--- src/rtl/core/fmh_pkg.sv ---
// Package for the MurmurHash2 stream block: hash constants, operation codes
// and the work entry that runs from the front end through the queue to the back end.
// Depends on nothing.
package fmh_pkg;

	localparam logic [31:0] MIX_MUL     = 32'h5bd1e995;
	localparam int unsigned MIX_SHIFT   = 24;
	localparam int unsigned FIN_SHIFT_A = 13;
	localparam int unsigned FIN_SHIFT_B = 15;
	localparam logic [31:0] SEED_RESET  = 32'hFFFFFFFB;

	typedef enum logic [1:0] {
		OP_NONE,
		OP_PART,
		OP_FULL
	} op_t;

	typedef struct packed {
		op_t         op;
		logic [31:0] k;
		logic [31:0] init;
		logic        first;
		logic        last;
	} entry_t;

endpackage

--- src/rtl/core/fmh_front.sv ---
// Front end: accepts input beats, drops beats outside a message, classifies
// each word and premixes full words in three stages. Uses fmh_pkg.
module fmh_front (
	input  logic                clk,
	input  logic                arst_n,
	input  logic [31:0]         hash_seed,
	input  logic                in_valid,
	output logic                in_stall,
	input  logic [31:0]         data_word,
	input  logic [2:0]          byte_count,
	input  logic                first_word,
	input  logic                last_word,
	input  logic [31:0]         message_length,
	output logic                push,
	output fmh_pkg::entry_t     push_entry,
	input  logic                q_full
);

	logic            in_msg_q;
	logic            v_s1, v_s2, v_s3;
	fmh_pkg::entry_t e_s1, e_s2, e_s3;
	fmh_pkg::entry_t e_in;
	fmh_pkg::entry_t e_s1_mix, e_s2_mix;
	logic            adv, accept, keep;
	logic [31:0]     prod1, prod2;
	logic [31:0]     k2_fold;

	assign adv      = !v_s3 || !q_full;
	assign in_stall = !adv;
	assign accept   = in_valid && adv;
	assign keep     = first_word || in_msg_q;
	assign push     = v_s3 && !q_full;
	assign push_entry = e_s3;

	always_comb begin
		e_in.init  = hash_seed ^ message_length;
		e_in.first = first_word;
		e_in.last  = last_word;
		case (byte_count)
			3'd0: begin
				e_in.op = fmh_pkg::OP_NONE;
				e_in.k  = data_word;
			end
			3'd1: begin
				e_in.op = fmh_pkg::OP_PART;
				e_in.k  = data_word & 32'h0000_00FF;
			end
			3'd2: begin
				e_in.op = fmh_pkg::OP_PART;
				e_in.k  = data_word & 32'h0000_FFFF;
			end
			3'd3: begin
				e_in.op = fmh_pkg::OP_PART;
				e_in.k  = data_word & 32'h00FF_FFFF;
			end
			default: begin
				e_in.op = fmh_pkg::OP_FULL;
				e_in.k  = data_word;
			end
		endcase
	end

	assign prod1   = e_s1.k * fmh_pkg::MIX_MUL;
	assign k2_fold = e_s2.k ^ (e_s2.k >> fmh_pkg::MIX_SHIFT);
	assign prod2   = k2_fold * fmh_pkg::MIX_MUL;

	always_comb begin
		e_s1_mix = e_s1;
		if (e_s1.op == fmh_pkg::OP_FULL) begin
			e_s1_mix.k = prod1;
		end
		e_s2_mix = e_s2;
		if (e_s2.op == fmh_pkg::OP_FULL) begin
			e_s2_mix.k = prod2;
		end
	end

	always_ff @(posedge clk or negedge arst_n) begin
		if (!arst_n) begin
			in_msg_q <= 1'b0;
			v_s1     <= 1'b0;
			v_s2     <= 1'b0;
			v_s3     <= 1'b0;
		end else begin
			if (accept && keep) begin
				in_msg_q <= !last_word;
			end
			if (adv) begin
				v_s1 <= accept && keep;
				v_s2 <= v_s1;
				v_s3 <= v_s2;
			end
		end
	end

	always_ff @(posedge clk) begin
		if (adv) begin
			e_s1 <= e_in;
			e_s2 <= e_s1_mix;
			e_s3 <= e_s2_mix;
		end
	end

endmodule

--- src/rtl/core/fmh_queue.sv ---
// Short queue of work entries between the front end and the back end.
// Uses fmh_pkg for the entry type.
module fmh_queue #(
	parameter int DEPTH = 4
) (
	input  logic            clk,
	input  logic            arst_n,
	input  logic            push,
	input  fmh_pkg::entry_t push_entry,
	output logic            full,
	input  logic            pop,
	output fmh_pkg::entry_t pop_entry,
	output logic            empty
);

	localparam int PTR_W = (DEPTH > 1) ? $clog2(DEPTH) : 1;
	localparam int CNT_W = $clog2(DEPTH + 1);

	fmh_pkg::entry_t  mem_q [DEPTH];
	logic [PTR_W-1:0] wr_ptr_q, rd_ptr_q;
	logic [CNT_W-1:0] cnt_q;

	function automatic logic [PTR_W-1:0] next_ptr(input logic [PTR_W-1:0] p);
		logic [PTR_W-1:0] n;
		n = (p == PTR_W'(DEPTH - 1)) ? '0 : p + PTR_W'(1);
		return n;
	endfunction

	assign full      = (cnt_q == CNT_W'(DEPTH));
	assign empty     = (cnt_q == '0);
	assign pop_entry = mem_q[rd_ptr_q];

	always_ff @(posedge clk or negedge arst_n) begin
		if (!arst_n) begin
			wr_ptr_q <= '0;
			rd_ptr_q <= '0;
			cnt_q    <= '0;
		end else begin
			if (push) begin
				wr_ptr_q <= next_ptr(wr_ptr_q);
			end
			if (pop) begin
				rd_ptr_q <= next_ptr(rd_ptr_q);
			end
			if (push && !pop) begin
				cnt_q <= cnt_q + CNT_W'(1);
			end else if (pop && !push) begin
				cnt_q <= cnt_q - CNT_W'(1);
			end
		end
	end

	always_ff @(posedge clk) begin
		if (push) begin
			mem_q[wr_ptr_q] <= push_entry;
		end
	end

endmodule

--- src/rtl/core/fmh_back.sv ---
// Back end: folds each queued entry into the running hash, then runs the
// final avalanche through a_s1 and m_s2 into the output register hash_q. Uses fmh_pkg.
module fmh_back (
	input  logic            clk,
	input  logic            arst_n,
	output logic            pop,
	input  fmh_pkg::entry_t pop_entry,
	input  logic            q_empty,
	output logic            out_valid,
	input  logic            out_stall,
	output logic [31:0]     hash_value
);

	logic [31:0] h_q;
	logic [31:0] hb, mul_in, hn;
	logic [31:0] prod_h, prod_a;
	logic        en;
	logic        va_s1, va_s2, out_valid_q;
	logic [31:0] a_s1, m_s2, hash_q;

	assign en  = !(out_valid_q && out_stall);
	assign pop = en && !q_empty;

	assign hb     = pop_entry.first ? pop_entry.init : h_q;
	assign mul_in = (pop_entry.op == fmh_pkg::OP_FULL) ? hb : (hb ^ pop_entry.k);
	assign prod_h = mul_in * fmh_pkg::MIX_MUL;
	assign prod_a = a_s1 * fmh_pkg::MIX_MUL;

	always_comb begin
		unique case (pop_entry.op)
			fmh_pkg::OP_FULL: hn = prod_h ^ pop_entry.k;
			fmh_pkg::OP_PART: hn = prod_h;
			default:          hn = hb;
		endcase
	end

	always_ff @(posedge clk or negedge arst_n) begin
		if (!arst_n) begin
			h_q         <= '0;
			va_s1       <= 1'b0;
			va_s2       <= 1'b0;
			out_valid_q <= 1'b0;
		end else if (en) begin
			if (pop) begin
				h_q <= hn;
			end
			va_s1       <= pop && pop_entry.last;
			va_s2       <= va_s1;
			out_valid_q <= va_s2;
		end
	end

	always_ff @(posedge clk) begin
		if (en) begin
			a_s1   <= hn ^ (hn >> fmh_pkg::FIN_SHIFT_A);
			m_s2   <= prod_a;
			hash_q <= m_s2 ^ (m_s2 >> fmh_pkg::FIN_SHIFT_B);
		end
	end

	assign out_valid  = out_valid_q;
	assign hash_value = hash_q;

endmodule

--- src/rtl/core/murmurhash2_stream.sv ---
// MurmurHash2 (32-bit) over a stream of little-endian words.
// The last beat passes front stages s1 to s3, the queue, then a_s1, m_s2 and hash_q in fmh_back.
// Throughput: one input beat per cycle unless stalled; fmh_back's one-multiply hash loop sets it.
// A stalled output holds the back end; the queue then fills and stalls the input.
// Reset is asynchronous: seed returns to 0xFFFFFFFB, no message is open, queue is empty.
module murmurhash2_stream #(
	parameter int QUEUE_DEPTH = 4
) (
	input  logic        clk,
	input  logic        arst_n,
	input  logic        cfg_wr_en,
	input  logic [31:0] cfg_wr_data,
	input  logic        in_valid,
	output logic        in_stall,
	input  logic [31:0] data_word,
	input  logic [2:0]  byte_count,
	input  logic        first_word,
	input  logic        last_word,
	input  logic [31:0] message_length,
	output logic        out_valid,
	input  logic        out_stall,
	output logic [31:0] hash_value
);

	logic [31:0]     seed_q;
	logic            push, pop, q_full, q_empty;
	fmh_pkg::entry_t push_entry, pop_entry;

	always_ff @(posedge clk or negedge arst_n) begin
		if (!arst_n) begin
			seed_q <= fmh_pkg::SEED_RESET;
		end else if (cfg_wr_en) begin
			seed_q <= cfg_wr_data;
		end
	end

	fmh_front u_front (
		.clk            (clk),
		.arst_n         (arst_n),
		.hash_seed      (seed_q),
		.in_valid       (in_valid),
		.in_stall       (in_stall),
		.data_word      (data_word),
		.byte_count     (byte_count),
		.first_word     (first_word),
		.last_word      (last_word),
		.message_length (message_length),
		.push           (push),
		.push_entry     (push_entry),
		.q_full         (q_full)
	);

	fmh_queue #(
		.DEPTH (QUEUE_DEPTH)
	) u_queue (
		.clk        (clk),
		.arst_n     (arst_n),
		.push       (push),
		.push_entry (push_entry),
		.full       (q_full),
		.pop        (pop),
		.pop_entry  (pop_entry),
		.empty      (q_empty)
	);

	fmh_back u_back (
		.clk        (clk),
		.arst_n     (arst_n),
		.pop        (pop),
		.pop_entry  (pop_entry),
		.q_empty    (q_empty),
		.out_valid  (out_valid),
		.out_stall  (out_stall),
		.hash_value (hash_value)
	);

endmodule

--- config.mk ---
export PLATFORM = sky130hd
export DESIGN_NAME = murmurhash2_stream
export DESIGN_NICKNAME = d
export VERILOG_FILES = /design/src/rtl/core/fmh_pkg.sv /design/src/rtl/core/fmh_front.sv /design/src/rtl/core/fmh_queue.sv /design/src/rtl/core/fmh_back.sv /design/src/rtl/core/murmurhash2_stream.sv
export SDC_FILE = /design/constraint.sdc
export NUM_CORES = 2
export LEC_CHECK = 0
export BUFFER_PORTS_ARGS = -buffer_cell sky130_fd_sc_hd__buf_2
export CORE_ASPECT_RATIO = 1.4
export CORE_MARGIN = 10
export CORE_UTILIZATION = 55
export CTS_CLUSTER_DIAMETER = 150
export DETAILED_ROUTE_END_ITERATION = 10
export PLACE_DENSITY = 0.81
export SETUP_SLACK_MARGIN = 0.05
export SYNTH_ARGS = -nofsm -noshare
export SYNTH_HDL_FRONTEND = slang
export SYNTH_SLANG_ARGS = --single-unit
--- constraint.sdc ---
create_clock -name clk -period 17.45 [get_ports clk]
set_input_delay 3.49 -clock clk [delete_from_list [all_inputs] [get_ports clk]]
set_output_delay 3.49 -clock clk [all_outputs]
set_load 0.1 [all_outputs]
== After elaboration in Yosys (flattened, before gate mapping) ==
Memory sizes are Yosys's and may differ from the RTL's.
Index checks and enable logic that the tools add are counted.

* Register bits after elaboration: 378
* Bits of input ports: 106
* Memory bits (writable): 272
* Logic and storage cells: 90
* Memories kept: 1

{| class="wikitable"
|+ Memory list
! memory !! depth !! bits a word !! rd ports !! clocked after memory_dff !! wr ports !! RTL line !! source
|-
| u_queue.mem_q || 4 || 68 || 1 || 0 || 1 || fmh_queue.sv:19 || <nowiki>fmh_pkg::entry_t mem_q [DEPTH];</nowiki>
|}

* $mul: 4
* Reduce and logical (&&, ||, !) cells: 22
* Equal/unequal tests: 10
* $add $sub $neg: 4
* Multiplexer cells: 12
* Bitwise operators: 7

{| class="wikitable"
|+ Operators with widths
! cell !! count
|-
| case mux 34 bit (4 select lines) || 1
|-
| multiplier 32 x 31 -> 32 bit (second input constant) || 4
|-
| two-way mux 32 bit || 4
|-
| XOR 32 bit || 3
|-
| case mux 32 bit (2 select lines) || 1
|-
| XOR 32 x 17 -> 32 bit || 1
|-
| XOR 32 x 19 -> 32 bit || 1
|-
| XOR 32 x 8 -> 32 bit || 1
|-
| equality test 2 bit (second input constant) || 5
|-
| logical AND 1 bit || 8
|-
| zero test 1 bit || 8
|-
| equality test 3 x 2 -> 1 bit (second input constant) || 2
|-
| zero test 3 bit || 2
|-
| two-way mux 3 bit || 2
|-
| adder 2 x 1 -> 2 bit (second input constant) || 2
|-
| two-way mux 2 bit || 2
|-
| adder 3 x 1 -> 3 bit (second input constant) || 1
|-
| equality test 3 x 1 -> 1 bit (second input constant) || 1
|-
| equality test 3 bit (second input constant) || 1
|-
| subtractor 3 x 1 -> 3 bit (second input constant) || 1
|-
| equality test 2 x 1 -> 1 bit (second input constant) || 1
|-
| logical OR 1 bit || 2
|-
| two-way mux 1 bit || 2
|-
| AND reduction 2 bit || 1
|-
| other kinds (2) || 2
|}

== Longest topological paths before layout ==
An unclocked memory read counts as a cell.

* Depth after elaboration: 8
* Gate-level depth with buffers: 43

== Hierarchy ==
From an unflattened synthesis, not the netlist that was laid out.

* Cells, all modules: 5,161
* Area, all modules: 61,343.8 µm²

{| class="wikitable"
|+ Modules (own cells, without submodules)
! module !! cells an instance !! area each (µm²) !! times used !! sequential area each (µm²)
|-
| fmh_front || 2,330 || 25,460.7 || 1 || 6,226.0
|-
| fmh_back || 2,370 || 24,194.5 || 1 || 3,758.6
|-
| fmh_queue || 393 || 10,304.9 || 1 || 8,343.0
|-
| murmurhash2_stream || 68 || 1,383.8 || 1 || 839.6
|}

== Worst setup path after synthesis ==
No wires, ideal clock.

* Kind: register to output
* Start point: register u_queue.cnt_q[0]
* End point: output in_stall
* Buffers on the path: 0
* Arrival: 8.434 ns
* Stages on the path, launching flop included: 4
* Setup slack: 5.526 ns
* Cell sequence: dfrtp_1 > nor2_1 > nand3_1 > inv_1

* Word-level cells in the longest chain between the ends: 4

{| class="wikitable"
|+ Ends and longest elaborated chain
! element !! RTL line !! source
|-
| from (decl) || fmh_queue.sv:21 || <nowiki>logic [CNT_W-1:0] cnt_q;</nowiki>
|-
| from (signal assigned) || fmh_queue.sv:46 || <nowiki>cnt_q <= cnt_q + CNT_W'(1);</nowiki>
|-
| from (signal assigned) || fmh_queue.sv:48 || <nowiki>cnt_q <= cnt_q - CNT_W'(1);</nowiki>
|-
| equality test 3 bit || fmh_queue.sv:29 || <nowiki>assign full = (cnt_q == CNT_W'(DEPTH));</nowiki>
|-
| zero test 1 bit || fmh_front.sv:28 || <nowiki>assign adv = !v_s3 || !q_full;</nowiki>
|-
| logical OR 1 bit || fmh_front.sv:28 ||
|-
| zero test 1 bit || fmh_front.sv:29 || <nowiki>assign in_stall = !adv;</nowiki>
|-
| to (decl) || murmurhash2_stream.sv:14 || <nowiki>output logic in_stall,</nowiki>
|}

Every way passes these cells.

== Final worst setup path ==
* Start point: register u_queue.rd_ptr_q[0]
* End point: register u_back.a_s1[17] (data pin)

* Word-level cells in the longest chain between the ends: 8
* Elaborated cells between the ends (all ways): 10
* Those cells by class: mul (1); eq/ne (2); mux (3); bitwise (3); memory (1)

{| class="wikitable"
|+ Ends and longest elaborated chain
! element !! RTL line !! source
|-
| from (decl) || fmh_queue.sv:20 || <nowiki>logic [PTR_W-1:0] wr_ptr_q, rd_ptr_q;</nowiki>
|-
| from (signal assigned) || fmh_queue.sv:43 || <nowiki>rd_ptr_q <= next_ptr(rd_ptr_q);</nowiki>
|-
| memory read (4 x 68 bit) * || -- ||
|-
| two-way mux 32 bit || fmh_back.sv:24 || <nowiki>assign hb = pop_entry.first ? pop_entry.init : h_q;</nowiki>
|-
| XOR 32 bit || fmh_back.sv:25 || <nowiki>assign mul_in = (pop_entry.op == fmh_pkg::OP_FULL) ? hb : (hb ^ pop_entry.k);</nowiki>
|-
| two-way mux 32 bit || fmh_back.sv:25 ||
|-
| multiplier 32 x 31 -> 32 bit || fmh_back.sv:26 || <nowiki>assign prod_h = mul_in * fmh_pkg::MIX_MUL;</nowiki>
|-
| XOR 32 bit || fmh_back.sv:31 || <nowiki>fmh_pkg::OP_FULL: hn = prod_h ^ pop_entry.k;</nowiki>
|-
| case mux 32 bit (2 select lines) * || fmh_back.sv:30 || <nowiki>unique case (pop_entry.op)</nowiki>
|-
| via u_back.hn[30] || fmh_back.sv:15 || <nowiki>logic [31:0] hb, mul_in, hn;</nowiki>
|-
| XOR 32 x 19 -> 32 bit * || fmh_back.sv:55 || <nowiki>a_s1 <= hn ^ (hn >> fmh_pkg::FIN_SHIFT_A);</nowiki>
|-
| to (signal assigned) || fmh_back.sv:55 ||
|-
| to (decl) || fmh_back.sv:19 || <nowiki>logic [31:0] a_s1, m_s2, hash_q;</nowiki>
|}

The timed path passes the listed nets; every way through them passes the cells marked *.
A chain may end at the register's enable or synchronous reset.

==> impl_metrics.ini <==
[clock_tree]
path_clk_slew_ns = 0.06
clk_latency_ns = 0.63
cts_tree = yes
numCtsBuffers = 68
post_cts_buffers = 0
cts_hold_buf = 0
clock_sinks = 650
cts-root-buf = clkbuf_16
clock_path_buffers = 3
cts_htree_levels = 3
cts_repair_resize_count = 0

[setup_path]
worst-path-max-fanout = 40
crit_path_end_kind = flip-flop
reg2reg_slack_ns = 6.56
crit_slowest_cell = dfrtp_4
critPathMaxStageDelay_ns = 0.95
start_kind = flip-flop
required_ns = 17.80
worstSetupPathType = reg -> reg
crit_arrival_ns = 11.24
crit_top_cell = inv_1

[synth]
yosysWarnings = 0
synth-seq-cells = 650
yosysSeqAreaShare_pct = 31.99
synth_edf_count = 572
synth_area_leaders = edfxtp_1 (29%), fa_1 (24%), ha_1 (18%)
yosysTopAreaCell = edfxtp_1
synth_top_area_share_pct = 28.67
syn_nets = 6629
synth_cell_types = 75
syn_inst = 4955
synth_flop_cell = edfxtp_1
syn_area_um2 = 59910
avgSynthCellArea_um2 = 12.09
async_reset_ff_share_pct = 12.00

[floorplan]
start_util_pct = 55.26
die_x_um = 298.9
dieArea_um2 = 122700
core-area_um2 = 108400
die_y_um = 410.5
io_pins = 140
placementRows = 143

[global_routing]
grt.overflow.total = 0
grt_pass1_vias = 41250
grt_pass1_wl_mm = 231.1
track_usage_pct = 24.65
grt_max_degree = 180
antenna_found_initial = 1

[run]
maxCapViolations = 0

[detailed_routing]
route.detailed.drc = 0
detail_route.vias_per_cell = 5.515
drtAntennaViolNets = 0
drt_pass1_iterations = 8
drt-total-wl_mm = 148.0
wl_per_cell_um = 22.23
via_count = 36710
drt_iter0_markers = 2257

[timing]
skew_ns = 0.02454
fin_crit_sh_pct = 62.41
rsz0062_at_grt = false
drv_slew = 0
timing.slew.headroom_pct = 19.16
worst_pin_slew_ns = 1.213
final-setup-viol-count = 0
hold_violations = 0
fmax_mhz = 91.82
fin_crit_ns = 10.89
tns_ns = 0

[hold_path]
hold_path_class = reg -> reg

[cells_and_area]
antennaDiodeCount = 0
final_cell_mix = inv_1 (1311), ha_1 (855), fa_1 (712)
drive_above_1_share_pct = 9.163
syn_to_final_growth_pct = 8.238
layout_commonest_cell = inv_1
nets = 6825

[placed_design]
port_buffers = 139
post-dp-hpwl_mm = 115.8
gp_congestion = 0.9776

[run_status]
outcome = completed
Yosys cell counts (14+ instances only):
cell / instances
a21o_1: 47
a21oi_1: 104
a221oi_1: 21
and2_1: 32
clkbuf_1: 42
dfrtp_1: 47
dfstp_2: 31
edfxtp_1: 572
fa_1: 712
ha_1: 856
inv_1: 1311
mux2_2: 55
mux2i_1: 25
mux4_2: 68
nand2_1: 182
nand3_1: 18
nor2_1: 59
nor2b_1: 36
nor3_1: 25
o21a_1: 14
o21ai_0: 27
o21ai_1: 86
o21bai_1: 19
xnor2_1: 218
xor2_1: 182
flip-flops by register name, summed over array words and instances, names as in the netlist, 3 cells and up:
signal and flops:
u_back.hash_value 32, u_front.push_entry 68, u_back.m_s2 32, u_back.h_q 32, u_front.e_s2 68, u_queue.cnt_q 3
u_front.e_s1 68, u_queue.mem_q 272, seed_q 32, u_back.a_s1 32
layer usage:
metal  GRT usage [%]  up-vias  routed length (um)
met5          0.2730        -                  50
met3           3.686      565                7314
met1           25.37    18540               49860
met2           45.13     1266               78350
met4           17.78        2               12410
li1                -    16330                   -
metrics by stage:
step	hold slack, ns	std cells	utilization (%)	instance area [um2]	worst slack [ns]
floorplan	0.4003	4955	-	59910	5.526
global placement	0.4024	6531	57.75	62620	6.827
detailed placement	0.4045	6531	57.75	62620	6.608
CTS	0.4078	6656	59.81	64850	6.573
global route	0.4052	6656	59.81	64850	5.990
finish	0.4146	6656	59.81	64850	6.559
final cells by class:
type                       instances  area, um2
inverter                        1313       4928
clock inverter                    41      425.4
timing repair buffer             193       1116
clock buffer                      84       1803
fill                            8349      43580
sequential                       650      19170
tap                             1450       1814
multi-input combinational       2925      35590
worst max-delay path, delay by kind of cell (launching register included):
family / cells / cell delay, ns
adder cells (fa/ha/maj): 10 / 3.93
buffers and inverters: 10 / 1.83
XOR/XNOR: 3 / 1.14
AO/OA/AOI/OAI: 6 / 1.14
flip-flops: 1 / 0.95
AND/OR/NAND/NOR: 5 / 0.94
multiplexers: 1 / 0.62
worst paths after layout:
kind                                            startpoint                          endpoint  cells after the start
max                        u_queue.rd_ptr_q[0]$_DFFE_PN0P_         u_back.a_s1[17]$_DFFE_PN_                     35
min                             u_front.e_s2[28]$_DFFE_PN_  u_front.push_entry[28]$_DFFE_PN_                      0
max reg2reg                u_queue.rd_ptr_q[0]$_DFFE_PN0P_         u_back.a_s1[17]$_DFFE_PN_                     35
min reg2reg                     u_front.e_s2[28]$_DFFE_PN_  u_front.push_entry[28]$_DFFE_PN_                      0
max in group asynchronous                           arst_n   u_queue.rd_ptr_q[0]$_DFFE_PN0P_                      2
min in group asynchronous                           arst_n      u_back.out_valid$_DFFE_PN0N_                      1
cell families after synthesis:
| family | after synthesis | synth area share, % |
|---|---|---|
| buf+inv | 1380 | 8.706 |
| mux | 156 | 4.260 |
| compound gates | 388 | 4.074 |
| simple gates | 399 | 3.101 |
| fa+ha+maj | 1574 | 41.77 |
| flops | 650 | 31.99 |
| xor+xnor | 408 | 6.100 |
Power is left out: the tool's default activity adds up to more than one toggle a clock period on the data nets, which glitch-free logic cannot reach.
